===== config.mk =====
export PLATFORM = sky130hd
export DESIGN_NAME = logic_expression_lexer
export DESIGN_NICKNAME = d
export VERILOG_FILES = /design/src/hdl/lel_pkg.sv /design/src/hdl/lel_core.sv /design/src/hdl/lel_res_fifo.sv /design/src/hdl/logic_expression_lexer.sv
export SDC_FILE = /design/constraint.sdc
export NUM_CORES = 1
export LEC_CHECK = 0
export ABC_AREA = 1
export BUFFER_PORTS_ARGS = -buffer_cell sky130_fd_sc_hd__clkbuf_2
export CORE_MARGIN = 3
export CORE_UTILIZATION = 40
export DETAILED_ROUTE_END_ITERATION = 12
export MAX_ROUTING_LAYER = met4
export PLACE_DENSITY = 0.66
export SYNTH_ARGS = -nofsm -noshare
export SYNTH_HDL_FRONTEND = slang
export SYNTH_SLANG_ARGS = --single-unit

===== constraint.sdc =====
create_clock -name clk_i -period 8.91 [get_ports clk_i]
set_input_delay 1.3365 -clock clk_i [delete_from_list [all_inputs] [get_ports clk_i]]
set_output_delay 1.3365 -clock clk_i [all_outputs]
set_load 0.01 [all_outputs]

===== src/hdl/lel_pkg.sv =====
// ----------------------------------------------------------------------------
// lel_pkg
// Types, codes and character-class helpers for the expression lexer.
// ----------------------------------------------------------------------------
package lel_pkg;

  typedef enum logic [3:0] {
    M_IDLE, M_STR, M_STRQ, M_NUM, M_NUMDOT, M_WORD, M_WORDDOT,
    M_BANG, M_LESS, M_GREATER, M_DRAIN
  } mode_e;

  typedef enum logic [3:0] {
    K_STR, K_NUM, K_IDENT, K_KW, K_LP, K_RP, K_COMMA, K_STAR, K_CMP,
    K_END, K_ERR
  } kind_e;

  localparam logic [3:0] KW_NONE = 4'd0;

  localparam logic [2:0] CMP_EQ = 3'd0;
  localparam logic [2:0] CMP_NE = 3'd1;
  localparam logic [2:0] CMP_LE = 3'd2;
  localparam logic [2:0] CMP_LG = 3'd3;
  localparam logic [2:0] CMP_LT = 3'd4;
  localparam logic [2:0] CMP_GE = 3'd5;
  localparam logic [2:0] CMP_GT = 3'd6;

  localparam logic [1:0] ERR_NONE   = 2'd0;
  localparam logic [1:0] ERR_UNTERM = 2'd1;
  localparam logic [1:0] ERR_UNEXP  = 2'd2;

  localparam logic [7:0] CH_QUOTE  = 8'h27;
  localparam logic [7:0] CH_LP     = 8'h28;
  localparam logic [7:0] CH_RP     = 8'h29;
  localparam logic [7:0] CH_STAR   = 8'h2A;
  localparam logic [7:0] CH_COMMA  = 8'h2C;
  localparam logic [7:0] CH_DOT    = 8'h2E;
  localparam logic [7:0] CH_BANG   = 8'h21;
  localparam logic [7:0] CH_LT     = 8'h3C;
  localparam logic [7:0] CH_EQ     = 8'h3D;
  localparam logic [7:0] CH_GT     = 8'h3E;
  localparam logic [7:0] CH_UNDER  = 8'h5F;

  localparam logic [15:0] CNT_MAX  = 16'hFFFF;
  localparam int          KW_COUNT = 11;

  typedef struct packed {
    kind_e       kind;
    logic [3:0]  kw;
    logic [2:0]  cmp;
    logic [15:0] start;
    logic [15:0] raw;
    logic [15:0] val;
    logic [1:0]  ek;
    logic [7:0]  ec;
    logic        last;
  } res_t;

  typedef struct packed {
    logic [1:0] n;
    res_t       r0;
    res_t       r1;
  } push_t;

  typedef struct packed {
    logic [47:0] prefix;
    logic [15:0] cnt;
  } word_t;

  typedef struct packed {
    logic [2:0]  len;
    logic [47:0] text;
  } kw_ent_t;

  localparam kw_ent_t KW_TABLE [KW_COUNT] = '{
    '{3'd3, 48'h000000414E44},  // AND
    '{3'd2, 48'h000000004F52},  // OR
    '{3'd3, 48'h0000004E4F54},  // NOT
    '{3'd2, 48'h00000000494E},  // IN
    '{3'd6, 48'h455849535453},  // EXISTS
    '{3'd6, 48'h53454C454354},  // SELECT
    '{3'd3, 48'h000000414E59},  // ANY
    '{3'd3, 48'h000000414C4C},  // ALL
    '{3'd2, 48'h000000004953},  // IS
    '{3'd4, 48'h00004C494B45},  // LIKE
    '{3'd4, 48'h00004E554C4C}   // NULL
  };

  function automatic logic is_space(logic [7:0] c);
    return c inside {8'h20, [8'h09:8'h0D], 8'h85, 8'hA0};
  endfunction

  function automatic logic is_digit(logic [7:0] c);
    return c inside {[8'h30:8'h39]};
  endfunction

  function automatic logic is_letter(logic [7:0] c);
    return (c inside {[8'h41:8'h5A], [8'h61:8'h7A], 8'hAA, 8'hB5, 8'hBA}) ||
           (c >= 8'hC0 && c != 8'hD7 && c != 8'hF7);
  endfunction

  function automatic logic is_ident_start(logic [7:0] c);
    return is_letter(c) || c == CH_UNDER;
  endfunction

  function automatic logic is_ident_char(logic [7:0] c);
    return is_letter(c) || is_digit(c) || c == CH_UNDER ||
           (c inside {8'hB2, 8'hB3, 8'hB9, [8'hBC:8'hBE]});
  endfunction

  function automatic logic [15:0] sat_inc16(logic [15:0] v);
    return (v == CNT_MAX) ? v : v + 16'd1;
  endfunction

  function automatic logic [15:0] sat16(logic [31:0] v);
    return (v > 32'(CNT_MAX)) ? CNT_MAX : v[15:0];
  endfunction

  function automatic word_t word_push(word_t w, logic [7:0] c);
    word_t      o;
    logic [7:0] u;
    o = w;
    u = (c inside {[8'h61:8'h7A]}) ? c - 8'd32 : c;
    if (w.cnt < 16'd6) o.prefix = {w.prefix[39:0], u};
    o.cnt = sat_inc16(w.cnt);
    return o;
  endfunction

  function automatic logic [3:0] kw_lookup(word_t w, logic has_dot);
    logic [3:0] k;
    k = KW_NONE;
    for (int i = 0; i < KW_COUNT; i++) begin
      if (!has_dot && w.cnt == 16'(KW_TABLE[i].len) && w.prefix == KW_TABLE[i].text) begin
        k = 4'(i + 1);
      end
    end
    return k;
  endfunction

  function automatic res_t mk_res(kind_e kind, logic [3:0] kw, logic [2:0] cmp,
                                  logic [31:0] start, logic [31:0] raw,
                                  logic [15:0] val, logic [1:0] ek,
                                  logic [7:0] ec, logic last);
    res_t r;
    r.kind  = kind;
    r.kw    = kw;
    r.cmp   = cmp;
    r.start = start[15:0];
    r.raw   = sat16(raw);
    r.val   = val;
    r.ek    = ek;
    r.ec    = ec;
    r.last  = last;
    return r;
  endfunction

endpackage


===== src/hdl/lel_core.sv =====
// ----------------------------------------------------------------------------
// lel_core
// Input register, lexer state and the per-character step logic.
// ----------------------------------------------------------------------------
module lel_core import lel_pkg::*; #(
  parameter int POSITION_BITS = 16
) (
  input  logic        clk_i,
  input  logic        rst_ni,
  input  logic        in_valid_i,
  output logic        in_stall_o,
  input  logic [7:0]  character_i,
  input  logic        end_of_text_i,
  input  logic        room_i,
  output push_t       push_o
);

  localparam int PB = POSITION_BITS;

  logic          in_vld_q;
  logic [7:0]    chr_q;
  logic          eot_q;
  logic          fire;

  mode_e         mode_q, mode_d;
  logic [PB-1:0] pos_q, pos_d;
  logic [PB-1:0] tstart_q, tstart_d;
  logic [PB-1:0] dotpos;
  logic [15:0]   cnt_q, cnt_d;
  logic          dot_q, dot_d;
  logic [47:0]   prefix_q, prefix_d;
  logic          hdot_q, hdot_d;

  mode_e         ic_mode;
  logic          ic_v;
  res_t          ic_r;

  logic          pre_v, post_v, take_idle;
  res_t          pre_r, post_r;

  function automatic logic [31:0] span(logic [PB-1:0] e, logic [PB-1:0] s);
    return (e >= s) ? 32'(e - s) : 32'd0;
  endfunction

  assign fire       = in_vld_q && room_i;
  assign in_stall_o = in_vld_q && !room_i;
  assign dotpos     = (pos_q != '0) ? pos_q - 1'b1 : '0;

  always_ff @(posedge clk_i or negedge rst_ni) begin
    if (!rst_ni) begin
      in_vld_q <= 1'b0;
    end else if (!in_stall_o) begin
      in_vld_q <= in_valid_i;
    end
  end

  always_ff @(posedge clk_i) begin
    if (in_valid_i && !in_stall_o) begin
      chr_q <= character_i;
      eot_q <= end_of_text_i;
    end
  end

  always_ff @(posedge clk_i or negedge rst_ni) begin
    if (!rst_ni) begin
      mode_q   <= M_IDLE;
      pos_q    <= '0;
      tstart_q <= '0;
      cnt_q    <= '0;
      dot_q    <= 1'b0;
      prefix_q <= '0;
      hdot_q   <= 1'b0;
    end else begin
      mode_q   <= mode_d;
      pos_q    <= pos_d;
      tstart_q <= tstart_d;
      cnt_q    <= cnt_d;
      dot_q    <= dot_d;
      prefix_q <= prefix_d;
      hdot_q   <= hdot_d;
    end
  end

  // start of a new token with nothing pending
  always_comb begin
    ic_mode = M_IDLE;
    ic_v    = 1'b0;
    ic_r    = mk_res(K_ERR, KW_NONE, CMP_EQ, 32'(pos_q), 32'd0, 16'd0, ERR_UNEXP, chr_q, 1'b1);
    if (is_space(chr_q)) begin
      ic_mode = M_IDLE;
    end else if (chr_q == CH_QUOTE) begin
      ic_mode = M_STR;
    end else if (is_digit(chr_q)) begin
      ic_mode = M_NUM;
    end else if (is_ident_start(chr_q)) begin
      ic_mode = M_WORD;
    end else begin
      case (chr_q)
        CH_LP: begin
          ic_v = 1'b1;
          ic_r = mk_res(K_LP, KW_NONE, CMP_EQ, 32'(pos_q), 32'd1, 16'd0, ERR_NONE, 8'd0, 1'b0);
        end
        CH_RP: begin
          ic_v = 1'b1;
          ic_r = mk_res(K_RP, KW_NONE, CMP_EQ, 32'(pos_q), 32'd1, 16'd0, ERR_NONE, 8'd0, 1'b0);
        end
        CH_COMMA: begin
          ic_v = 1'b1;
          ic_r = mk_res(K_COMMA, KW_NONE, CMP_EQ, 32'(pos_q), 32'd1, 16'd0, ERR_NONE, 8'd0,
                        1'b0);
        end
        CH_STAR: begin
          ic_v = 1'b1;
          ic_r = mk_res(K_STAR, KW_NONE, CMP_EQ, 32'(pos_q), 32'd1, 16'd0, ERR_NONE, 8'd0,
                        1'b0);
        end
        CH_EQ: begin
          ic_v = 1'b1;
          ic_r = mk_res(K_CMP, KW_NONE, CMP_EQ, 32'(pos_q), 32'd1, 16'd0, ERR_NONE, 8'd0,
                        1'b0);
        end
        CH_BANG: ic_mode = M_BANG;
        CH_LT:   ic_mode = M_LESS;
        CH_GT:   ic_mode = M_GREATER;
        default: begin
          ic_v    = 1'b1;
          ic_mode = M_DRAIN;
        end
      endcase
    end
  end

  always_comb begin
    word_t w;
    word_t cur;
    res_t  wtok_pos;
    res_t  wtok_dot;
    res_t  end_tok;
    res_t  dot_err;
    logic [3:0] kw;

    cur      = '{prefix: prefix_q, cnt: cnt_q};
    kw       = kw_lookup(cur, hdot_q);
    wtok_pos = mk_res((kw != KW_NONE) ? K_KW : K_IDENT, kw, CMP_EQ, 32'(tstart_q),
                      span(pos_q, tstart_q), 16'd0, ERR_NONE, 8'd0, 1'b0);
    wtok_dot = mk_res((kw != KW_NONE) ? K_KW : K_IDENT, kw, CMP_EQ, 32'(tstart_q),
                      span(dotpos, tstart_q), 16'd0, ERR_NONE, 8'd0, 1'b0);
    end_tok  = mk_res(K_END, KW_NONE, CMP_EQ, 32'(pos_q), 32'd0, 16'd0, ERR_NONE, 8'd0, 1'b1);
    dot_err  = mk_res(K_ERR, KW_NONE, CMP_EQ, 32'(dotpos), 32'd0, 16'd0, ERR_UNEXP, CH_DOT,
                      1'b1);
    w        = cur;

    mode_d    = mode_q;
    pos_d     = pos_q;
    tstart_d  = tstart_q;
    cnt_d     = cnt_q;
    dot_d     = dot_q;
    prefix_d  = prefix_q;
    hdot_d    = hdot_q;
    pre_v     = 1'b0;
    pre_r     = end_tok;
    post_v    = 1'b0;
    post_r    = end_tok;
    take_idle = 1'b0;

    if (fire && eot_q) begin
      post_v = 1'b1;
      case (mode_q)
        M_STR: begin
          post_r = mk_res(K_ERR, KW_NONE, CMP_EQ, 32'(tstart_q), 32'd0, 16'd0, ERR_UNTERM,
                          8'd0, 1'b1);
        end
        M_STRQ: begin
          pre_v = 1'b1;
          pre_r = mk_res(K_STR, KW_NONE, CMP_EQ, 32'(tstart_q), span(pos_q, tstart_q), cnt_q,
                         ERR_NONE, 8'd0, 1'b0);
        end
        M_NUM: begin
          pre_v = 1'b1;
          pre_r = mk_res(K_NUM, KW_NONE, CMP_EQ, 32'(tstart_q), span(pos_q, tstart_q), 16'd0,
                         ERR_NONE, 8'd0, 1'b0);
        end
        M_WORD: begin
          pre_v = 1'b1;
          pre_r = wtok_pos;
        end
        M_NUMDOT: begin
          pre_v  = 1'b1;
          pre_r  = mk_res(K_NUM, KW_NONE, CMP_EQ, 32'(tstart_q), span(dotpos, tstart_q),
                          16'd0, ERR_NONE, 8'd0, 1'b0);
          post_r = dot_err;
        end
        M_WORDDOT: begin
          pre_v  = 1'b1;
          pre_r  = wtok_dot;
          post_r = dot_err;
        end
        M_BANG: begin
          post_r = mk_res(K_ERR, KW_NONE, CMP_EQ, 32'(tstart_q), 32'd0, 16'd0, ERR_UNEXP,
                          CH_BANG, 1'b1);
        end
        M_LESS: begin
          pre_v = 1'b1;
          pre_r = mk_res(K_CMP, KW_NONE, CMP_LT, 32'(tstart_q), 32'd1, 16'd0, ERR_NONE, 8'd0,
                         1'b0);
        end
        M_GREATER: begin
          pre_v = 1'b1;
          pre_r = mk_res(K_CMP, KW_NONE, CMP_GT, 32'(tstart_q), 32'd1, 16'd0, ERR_NONE, 8'd0,
                         1'b0);
        end
        M_DRAIN: post_v = 1'b0;
        default: post_r = end_tok;
      endcase
      mode_d   = M_IDLE;
      pos_d    = '0;
      tstart_d = '0;
      cnt_d    = '0;
      dot_d    = 1'b0;
      prefix_d = '0;
      hdot_d   = 1'b0;
    end else if (fire) begin
      case (mode_q)
        M_DRAIN: mode_d = M_DRAIN;
        M_STR: begin
          if (chr_q == CH_QUOTE) mode_d = M_STRQ;
          else cnt_d = sat_inc16(cnt_q);
        end
        M_STRQ: begin
          if (chr_q == CH_QUOTE) begin
            cnt_d  = sat_inc16(cnt_q);
            mode_d = M_STR;
          end else begin
            pre_v     = 1'b1;
            pre_r     = mk_res(K_STR, KW_NONE, CMP_EQ, 32'(tstart_q), span(pos_q, tstart_q),
                               cnt_q, ERR_NONE, 8'd0, 1'b0);
            take_idle = 1'b1;
          end
        end
        M_NUM: begin
          if (is_digit(chr_q)) begin
            mode_d = M_NUM;
          end else if (chr_q == CH_DOT && !dot_q) begin
            mode_d = M_NUMDOT;
          end else begin
            pre_v     = 1'b1;
            pre_r     = mk_res(K_NUM, KW_NONE, CMP_EQ, 32'(tstart_q), span(pos_q, tstart_q),
                               16'd0, ERR_NONE, 8'd0, 1'b0);
            take_idle = 1'b1;
          end
        end
        M_NUMDOT: begin
          if (is_digit(chr_q)) begin
            dot_d  = 1'b1;
            mode_d = M_NUM;
          end else begin
            pre_v  = 1'b1;
            pre_r  = mk_res(K_NUM, KW_NONE, CMP_EQ, 32'(tstart_q), span(dotpos, tstart_q),
                            16'd0, ERR_NONE, 8'd0, 1'b0);
            post_v = 1'b1;
            post_r = dot_err;
            mode_d = M_DRAIN;
          end
        end
        M_WORD: begin
          if (is_ident_char(chr_q)) begin
            w        = word_push(cur, chr_q);
            prefix_d = w.prefix;
            cnt_d    = w.cnt;
          end else if (chr_q == CH_DOT) begin
            mode_d = M_WORDDOT;
          end else begin
            pre_v     = 1'b1;
            pre_r     = wtok_pos;
            take_idle = 1'b1;
          end
        end
        M_WORDDOT: begin
          if (is_ident_char(chr_q)) begin
            w        = word_push(word_push(cur, CH_DOT), chr_q);
            prefix_d = w.prefix;
            cnt_d    = w.cnt;
            hdot_d   = 1'b1;
            mode_d   = M_WORD;
          end else begin
            pre_v  = 1'b1;
            pre_r  = wtok_dot;
            post_v = 1'b1;
            post_r = dot_err;
            mode_d = M_DRAIN;
          end
        end
        M_BANG: begin
          if (chr_q == CH_EQ) begin
            pre_v  = 1'b1;
            pre_r  = mk_res(K_CMP, KW_NONE, CMP_NE, 32'(tstart_q), 32'd2, 16'd0, ERR_NONE,
                            8'd0, 1'b0);
            mode_d = M_IDLE;
          end else begin
            post_v = 1'b1;
            post_r = mk_res(K_ERR, KW_NONE, CMP_EQ, 32'(tstart_q), 32'd0, 16'd0, ERR_UNEXP,
                            CH_BANG, 1'b1);
            mode_d = M_DRAIN;
          end
        end
        M_LESS: begin
          pre_v = 1'b1;
          if (chr_q == CH_EQ || chr_q == CH_GT) begin
            pre_r  = mk_res(K_CMP, KW_NONE, (chr_q == CH_EQ) ? CMP_LE : CMP_LG,
                            32'(tstart_q), 32'd2, 16'd0, ERR_NONE, 8'd0, 1'b0);
            mode_d = M_IDLE;
          end else begin
            pre_r     = mk_res(K_CMP, KW_NONE, CMP_LT, 32'(tstart_q), 32'd1, 16'd0, ERR_NONE,
                               8'd0, 1'b0);
            take_idle = 1'b1;
          end
        end
        M_GREATER: begin
          pre_v = 1'b1;
          if (chr_q == CH_EQ) begin
            pre_r  = mk_res(K_CMP, KW_NONE, CMP_GE, 32'(tstart_q), 32'd2, 16'd0, ERR_NONE,
                            8'd0, 1'b0);
            mode_d = M_IDLE;
          end else begin
            pre_r     = mk_res(K_CMP, KW_NONE, CMP_GT, 32'(tstart_q), 32'd1, 16'd0, ERR_NONE,
                               8'd0, 1'b0);
            take_idle = 1'b1;
          end
        end
        default: take_idle = 1'b1;
      endcase

      if (take_idle) begin
        tstart_d = pos_q;
        mode_d   = ic_mode;
        post_v   = ic_v;
        post_r   = ic_r;
        case (ic_mode)
          M_STR: cnt_d = '0;
          M_NUM: dot_d = 1'b0;
          M_WORD: begin
            w        = word_push('0, chr_q);
            prefix_d = w.prefix;
            cnt_d    = w.cnt;
            hdot_d   = 1'b0;
          end
          default: cnt_d = cnt_q;
        endcase
      end

      if (mode_d != M_DRAIN) begin
        pos_d = (pos_q == {PB{1'b1}}) ? pos_q : pos_q + 1'b1;
      end
    end
  end

  assign push_o.n  = {1'b0, pre_v} + {1'b0, post_v};
  assign push_o.r0 = pre_v ? pre_r : post_r;
  assign push_o.r1 = post_r;

endmodule


===== src/hdl/lel_res_fifo.sv =====
// ----------------------------------------------------------------------------
// lel_res_fifo
// Four-entry token queue; takes up to two words per cycle, gives one while not stalled.
// ----------------------------------------------------------------------------
module lel_res_fifo import lel_pkg::*; (
  input  logic       clk_i,
  input  logic       rst_ni,
  input  push_t      push_i,
  output logic       room_o,
  output logic [2:0] level_o,
  output logic       out_valid_o,
  input  logic       out_stall_i,
  output res_t       head_o
);

  res_t       mem_q [4];
  logic [1:0] wr_q, rd_q;
  logic [2:0] lvl_q;
  logic       pop;

  assign pop         = out_valid_o && !out_stall_i;
  assign out_valid_o = (lvl_q != 3'd0);
  assign room_o      = (lvl_q <= 3'd2);
  assign level_o     = lvl_q;
  assign head_o      = mem_q[rd_q];

  always_ff @(posedge clk_i or negedge rst_ni) begin
    if (!rst_ni) begin
      wr_q  <= '0;
      rd_q  <= '0;
      lvl_q <= '0;
    end else begin
      wr_q  <= wr_q + push_i.n;
      rd_q  <= rd_q + {1'b0, pop};
      lvl_q <= lvl_q + {1'b0, push_i.n} - {2'b0, pop};
    end
  end

  always_ff @(posedge clk_i) begin
    if (push_i.n != 2'd0) mem_q[wr_q] <= push_i.r0;
    if (push_i.n == 2'd2) mem_q[wr_q + 2'd1] <= push_i.r1;
  end

endmodule


===== src/hdl/logic_expression_lexer.sv =====
// ----------------------------------------------------------------------------
// logic_expression_lexer
// Streaming expression lexer: one character in, token descriptors out.
// ----------------------------------------------------------------------------
// Takes one character (or an end marker) per cycle, unless stalled, and
// returns token words through a four-entry queue. A character is registered,
// then classified and folded into the lexer state; the words it completes are
// written into the queue, whose head drives the outputs. Input rate is one
// character per cycle as long as the characters produce on average no more
// than one word each; a character that both closes a pending token and forms
// or fails another (for example ")" after a name, or the end marker) yields
// two words, which the queue drains one per cycle while the output is not
// stalled, and input stalls while the queue holds more than two words.
// ----------------------------------------------------------------------------
module logic_expression_lexer import lel_pkg::*; #(
  parameter int POSITION_BITS = 16
) (
  input  logic        clk_i,
  input  logic        rst_ni,
  input  logic        in_valid_i,
  output logic        in_stall_o,
  input  logic [7:0]  character_i,
  input  logic        end_of_text_i,
  output logic        out_valid_o,
  input  logic        out_stall_i,
  output logic [3:0]  token_kind_o,
  output logic [3:0]  keyword_code_o,
  output logic [2:0]  compare_code_o,
  output logic [15:0] start_position_o,
  output logic [15:0] raw_length_o,
  output logic [15:0] value_length_o,
  output logic [1:0]  error_kind_o,
  output logic [7:0]  error_character_o,
  output logic        last_token_o
);

  push_t      push;
  logic       room;
  logic [2:0] level;
  res_t       head;

  lel_core #(
    .POSITION_BITS(POSITION_BITS)
  ) u_core (
    .clk_i        (clk_i),
    .rst_ni       (rst_ni),
    .in_valid_i   (in_valid_i),
    .in_stall_o   (in_stall_o),
    .character_i  (character_i),
    .end_of_text_i(end_of_text_i),
    .room_i       (room),
    .push_o       (push)
  );

  lel_res_fifo u_fifo (
    .clk_i      (clk_i),
    .rst_ni     (rst_ni),
    .push_i     (push),
    .room_o     (room),
    .level_o    (level),
    .out_valid_o(out_valid_o),
    .out_stall_i(out_stall_i),
    .head_o     (head)
  );

  assign token_kind_o      = head.kind;
  assign keyword_code_o    = head.kw;
  assign compare_code_o    = head.cmp;
  assign start_position_o  = head.start;
  assign raw_length_o      = head.raw;
  assign value_length_o    = head.val;
  assign error_kind_o      = head.ek;
  assign error_character_o = head.ec;
  assign last_token_o      = head.last;

  a_level_bound: assert property (@(posedge clk_i) disable iff (!rst_ni)
    level <= 3'd4)
    else $error("token queue overflow");

  a_stall_full: assert property (@(posedge clk_i) disable iff (!rst_ni)
    in_stall_o |-> level >= 3'd3)
    else $error("input stalled with queue room");

  a_last_kind: assert property (@(posedge clk_i) disable iff (!rst_ni)
    out_valid_o && last_token_o |-> head.kind == K_END || head.kind == K_ERR)
    else $error("last word is neither end nor error");

  a_err_last: assert property (@(posedge clk_i) disable iff (!rst_ni)
    out_valid_o && head.kind == K_ERR |-> last_token_o && head.ek != ERR_NONE)
    else $error("error word not marked last");

endmodule

; Word-level counts from Yosys, hierarchy flattened
; Memories as Yosys holds them, arrays and structs flattened.
; Index checks and enable logic that the tools add are counted.
[word_totals]
register_bits = 119
mem_bits_rw = 280
input_bits = 13
output_inout_bits = 72
elab_cells = 300
n_memories = 1
[memory_table]
columns = memory, depth, word_bits, read_ports, rd_ports_with_merged_regs, write_ports, line
row1 = u_fifo.mem_q, 4, 70, 1, 0, 2, lel_res_fifo.sv:16  ; res_t mem_q [4];
[classes]
n_addsub = 13
order_cmp = 18
n_eq_ne = 57
n_mux = 140
reduce_logical = 58
[op_table]
columns = op, n
row1 = two-way mux 70 bit, 17
row2 = one-hot mux 70 bit (8 select lines), 1
row3 = one-hot mux 70 bit (7 select lines), 1
row4 = two-way mux 48 bit, 9
row5 = one-hot mux 70 bit (5 select lines), 1
row6 = two-way mux 16 bit, 19
row7 = one-hot mux 70 bit (3 select lines), 1
row8 = two-way mux 68 bit, 3
row9 = one-hot mux 68 bit (3 select lines), 1
row10 = "== test 48 x 23 -> 1 bit, second input constant", 4
row11 = "== test 48 x 15 -> 1 bit, second input constant", 3
row12 = "== test 48 x 31 -> 1 bit, second input constant", 2
row13 = "== test 48 x 47 -> 1 bit, second input constant", 2
row14 = two-way mux 4 bit, 24
row15 = one-hot mux 48 bit (2 select lines), 1
row16 = "== test 8 x 6 -> 1 bit, second input constant", 11
row17 = two-way mux 67 bit, 1
row18 = "== test 8 bit, second input constant", 8
row19 = "greater-than comparator 32 x 16 -> 1 bit, second input constant", 2
row20 = two-way mux 32 bit, 2
row21 = one-hot mux 16 bit (4 select lines), 1
row22 = two-way mux 62 bit, 1
row23 = two-way mux 61 bit, 1
row24 = "adder 16 x 1 -> 16 bit, second input constant", 3
row25 = other kinds (57), 167

; Logic depth before layout (Yosys ltp)
[depth]
ltp_word = 22
depth_mapped = 28
depth_no_buf = 25

; Hierarchy
; From an unflattened synthesis, not the netlist that was laid out.
[unflattened]
cells_unflattened = 4506
area_unflattened_um2 = 30942.2
[by_module_without_submodules]
columns = module, instances, cells_each, area_each_um2, seq_area_each_um2
row1 = lel_core, 1, 3007, 16748.6, 2847.7
row2 = lel_res_fifo, 1, 1499, 14193.6, 8583.2

; Worst setup path before layout
; OpenSTA, ideal clock, no wires.
[synth_path]
path_kind = reg-to-reg
from = reg u_core.chr_q[5]
to = mem u_fifo.mem_q[1][24] in the netlist's numbering
setup_time_ns = 0.129
t_arrival_ns = 4.105
required_ns = 8.781
setup_slack_ns = 4.677
stages_incl_launch_ff = 26
n_path_buf = 2
synth_period_minus_slack_ns = 4.233
path_cell_list = edfxtp_1 -> inv_1 -> ha_1 -> nor2_1 -> o21bai_1 -> nand3_1 -> nand2_2 -> nor2_8 -> nand4_2 -> nor2_2 -> nor2_4 -> nand3_1 -> nand2_1 -> nor2_1 -> nand2_1 -> o21ai_0 -> inv_1 -> ha_1 -> nor3_1 -> inv_1 -> nand2_1 -> inv_1 -> clkbuf_1 -> clkbuf_1 -> nand2_1 -> o21ai_0
[synth_rtl]
columns = item, line
row1 = from (decl), lel_core.sv:21  ; logic [7:0] chr_q;
row2 = from (signal assigned), lel_core.sv:59  ; chr_q <= character_i;
row3 = to (decl), lel_res_fifo.sv:16

==> summary.log <==
INFO  hold_path      hold-path-endpoint=u_fifo.mem_q[1][29]
INFO  synthesis      asyncSetResetFlopFracSynth=27.57%
INFO  layout         final_util=44.51%
INFO  power_and_ir_drop ratio_of_total_power_to_cell_area=406.4mW/mm^2
INFO  clock_network  cts_num_sinks=399
INFO  synthesis      combined_area_of_all_synthesized_cells=0.02829sqmm
INFO  power_and_ir_drop peakVddDrop=0.0003400V
INFO  setup_path     timing.critical_path.slowest_cell_delay=0.58ns
INFO  routing        detail-route-antenna-nets=0
INFO  place          placedCellCount=5108
INFO  global_route   met2_usage=42.48%
INFO  global_route   number_of_antenna_violations_at_the_first_check_in_global_routing=2
INFO  floorplanning  initial_core_util=40.82%
INFO  sta            final.setup_skew=0.02383ns
INFO  place          port_buffers=84
INFO  sta            finalCritPeriodShare=71.51%
INFO  clock_network  clock-root-buffer=sky130_fd_sc_hd__clkbuf_16
INFO  setup_path     worst_r2r_path_depth=19
INFO  setup_path     worstPathCellList=nor2_1 > nor2_1 > nor2_4 > buf_4 > inv_1 > nor2_4 > buf_4 > inv_2 > buf_4 > o21ai_1 > o21ai_2 > buf_4 > ha_1 > nor3_2 > inv_1 > nand2_1 > buf_4 > o21ai_1 > nor2_1
INFO  sta            grt_setup_unrepaired=false
INFO  floorplanning  height_of_the_die=271.9microns
INFO  layout         finalNetCount=4291
INFO  routing        first_iter_violations=3761
INFO  global_route   grt_pass1_vias=27310
INFO  power_and_ir_drop total_switching_power=6.837mW
INFO  layout         postLayoutCellArea=0.03085sqmm
INFO  sta            slew_headroom=12.69%
INFO  power_and_ir_drop clockPowerShare=16.4%
INFO  synthesis      ys_warn_count=0
INFO  setup_path     critical_path_required=9.22ns
INFO  place          dpl_worst_slack=2.546ns
INFO  sta            setup-tns-final=0ns
INFO  routing        route.vias.total=30020
INFO  floorplanning  floorplan.io_pins=85
INFO  synthesis      synth-xor-area-share=1.632%
INFO  place          placement.cell_area=0.02921sqmm
INFO  clock_network  cts-htree-levels=2
INFO  power_and_ir_drop intPower=5.701mW
INFO  synthesis      flip_flop_and_latch_count_after_synthesis=399
INFO  sta            timing_max_transition_violations_final=0
INFO  synthesis      fraction_of_the_mapped_netlist_area_in_adder_cells=2.335%
INFO  hold_path      hold-path-cell-count=2
INFO  synthesis      synth_top_family_by_area=simple AND/OR/NAND/NOR gates
INFO  setup_path     path_common_cell=sky130_fd_sc_hd__buf_4
INFO  clock_network  tritoncts_clock_tree=yes
INFO  floorplanning  floorplan.die.width=271.9microns
INFO  floorplanning  core.rowCount=96
INFO  power_and_ir_drop static-leakage-power=13.29nW
INFO  setup_path     critPathMaxFanout=54
INFO  setup_path     worstSetupStartpointType=flip-flop
INFO  power_and_ir_drop power.switching_fraction=54.53%
INFO  clock_network  ctsLongestPathBuffers=3
INFO  sta            setup_violations=0
INFO  routing        route.detailed.vias_per_inst=5.775
INFO  setup_path     worstReg2RegStart=u_fifo.level_o[2]
INFO  place          detailed_place_hpwl=74060microns
INFO  sta            post-route-min-period=6.371ns
INFO  sta            max_clock_freq=0.1570GHz
INFO  setup_path     worst_setup_ep_type=flip-flop
INFO  global_route   grt_remaining_overflow=0
INFO  clock_network  cts_inserted_buffers=48
INFO  power_and_ir_drop pwr-share-comb=61.4%
INFO  place          gpl.final_weighted_congestion=1.021
INFO  hold_path      worstHoldStart=u_fifo.mem_q[1][29]
INFO  clock_network  number_of_cells_upsized_or_downsized_after_cts=0
INFO  setup_path     worst-r2r-setup-slack=2.54ns
INFO  synthesis      syn-instance-count=4292
INFO  global_route   track_usage=28.78%
INFO  setup_path     critical_path.n_buffers_inverters=8
INFO  sta            whs=0.4480ns
INFO  synthesis      mappedNetlistNets=4356
INFO  synthesis      syn_avg_cell_area=6.592squm
INFO  setup_path     cpLargestDelayFamily=buffers and inverters
INFO  routing        post_route_drc_violation_count=0
INFO  routing        wl=107000microns
INFO  power_and_ir_drop seq_power_share=22.2%
INFO  setup_path     crit_type=flip-flop to flip-flop
INFO  setup_path     critical_path.slowest_cell=sky130_fd_sc_hd__nand2_1
INFO  synthesis      synth.yosys.seq_area_share=35.03%
INFO  global_route   use_met1=40.26%
INFO  routing        routed_length_per_instance=20.58microns
INFO  floorplanning  core=0.06931sqmm
INFO  job            max_cap_violations=0
INFO  floorplanning  fp.dieArea=0.07395sqmm
INFO  routing        firstDrtPassIters=6
INFO  synthesis      synthDistinctLibCells=63
INFO  synthesis      synthMuxAreaShare=0%
INFO  power_and_ir_drop total_power=12.54mW
INFO  layout         final-instance-count-excl-fill=5198
INFO  synthesis      synth_simple_gate_area_share=33.06%
INFO  synthesis      synth-edff-count=137
INFO  clock_network  post_cts_hold_buffer_count=0
INFO  global_route   pin_count_of_the_biggest_net_entering_global_routing=97
INFO  global_route   gr-max-usage-layer=met2
INFO  global_route   gr-usage-met3=5.488%
INFO  setup_path     crit_path_start=u_fifo.level_o[2]
INFO  sta            fin_ws=2.539ns
INFO  synthesis      synth-compound-area-share=20.00%
INFO  clock_network  post-cts-setup-buffer-count=0
INFO  clock_network  path_clk_slew=0.06ns
INFO  global_route   grt_pass1_wl=164000microns
INFO  sta            tightest_slew=1.305ns
INFO  setup_path     regToRegEndpoint=u_fifo.mem_q[1][10]
INFO  synthesis      postSynth.topFlopCell=sky130_fd_sc_hd__dfxtp_1
INFO  clock_network  clk-insertion-delay-late=0.61ns
INFO  sta            finalHoldViolations=0
INFO  layout         area_growth_syn_to_layout=9.035%
INFO  layout         layout_cell_share_with_drive_strength_beyond_1=7.806%
INFO  status         run_status=complete, no violations
INFO  setup_path     critical_path_arrival=6.68ns
INFO  hold_path      min-delay-path-class=flip-flop to flip-flop
power groups by stage:
stage,clock [mW],sequential [mW],combinational [mW]
after CTS,2.08,2.77,7.57
after global routing,2.15,2.83,8.46
after floorplan,0,2.63,5.43
after detailed placement,0,2.81,7.54
after global placement,0,2.80,7.50
final,2.05,2.78,7.70
registers in the layout, summed over array words and instances, names as in the netlist, 2 cells and up:
signal,flops
u_core.chr_q,8
u_core.cnt_q,16
u_core.mode_q,4
u_core.pos_q,16
u_core.prefix_q,48
u_core.tstart_q,16
u_fifo.level_o,3
u_fifo.mem_q,280
u_fifo.rd_q,2
u_fifo.wr_q,2
synthesized netlist by cell type (all sizes together), types with 12 or more instances:
| library cell | instances | area [sq um] |
|---|---|---|
| o21bai | 13 | 97.59 |
| buf | 59 | 352.9 |
| ha | 48 | 600.6 |
| o22ai | 116 | 738.2 |
| xor2 | 39 | 356.6 |
| o21ai | 574 | 2884 |
| a21oi | 221 | 1121 |
| nor3 | 79 | 460.4 |
| nor2 | 507 | 2029 |
| o21a | 22 | 165.2 |
| nand4 | 78 | 515.5 |
| o211ai | 25 | 217.7 |
| nand3b | 14 | 105.1 |
| inv | 320 | 1201 |
| nor4 | 19 | 118.9 |
| clkbuf | 179 | 673.1 |
| dfxtp | 152 | 3043 |
| dfrtp | 110 | 2753 |
| xnor2 | 12 | 105.1 |
| nand3 | 252 | 1304 |
| nand2 | 1246 | 4765 |
| a22o | 20 | 175.2 |
| edfxtp | 137 | 4114 |
worst max-delay path by stage:
stage,endpoint,cells after the start
final,u_fifo.mem_q[1][10],19
after global routing,u_fifo.mem_q[1][10],19
after CTS,u_fifo.mem_q[1][10],19
after detailed placement,u_fifo.mem_q[1][10],19
after global placement,u_fifo.mem_q[1][6],19
after floorplan,u_fifo.mem_q[1][24],25
kinds of logic after synthesis:
kind of cell,Yosys count
DFF,399
AOI/OAI and AO/OA,1024
and+or+nand+nor,2204
adders and majority gates,51
xor gates and xnor gates,51
buffers and inverters,563
placed cells by master, fill, tap and decap left out, drive strengths merged, types with 39 or more instances in the layout:
| cell type | count |
|---|---|
| edfxtp | 137 |
| o21ai | 574 |
| o22ai | 116 |
| nand3 | 252 |
| dfrtp | 110 |
| a21oi | 221 |
| inv | 323 |
| nor2 | 507 |
| nand2 | 1246 |
| dfxtp | 152 |
| xor2 | 39 |
| ha | 48 |
| clkbuf | 143 |
| buf | 40 |
| nor3 | 79 |
| nand4 | 78 |
layout make-up:
class / count / area, sq um
inverters: 325 / 1222
clock inverters: 29 / 326.6
clock buffers: 60 / 1308
fillers: 7292 / 38460
flip-flops and latches: 399 / 9915
well taps: 931 / 1165
diodes: 1 / 2.502
repair buffers: 123 / 715.7
multi-input cells: 3330 / 16190
per-layer routing:
| metal | part of all wire (%) | vias up |
|---|---|---|
| met5 | 0 | - |
| met4 | 3.0 | 0 |
| met3 | 9.9 | 210 |
| met2 | 43 | 1517 |
| met1 | 44 | 14010 |
| li1 | - | 14280 |
worst register-to-register path, delay by kind of cell, from the launching register on:
| kind | cells | cell delay [ns] |
|---|---|---|
| buffers and inverters | 8 | 3.23 |
| and+or+nand+nor | 7 | 1.28 |
| adders and majority gates | 1 | 0.36 |
| AOI/OAI and AO/OA | 3 | 0.83 |
| DFF | 1 | 0.39 |
No activity file was read; power rests on OpenSTA's default activity.
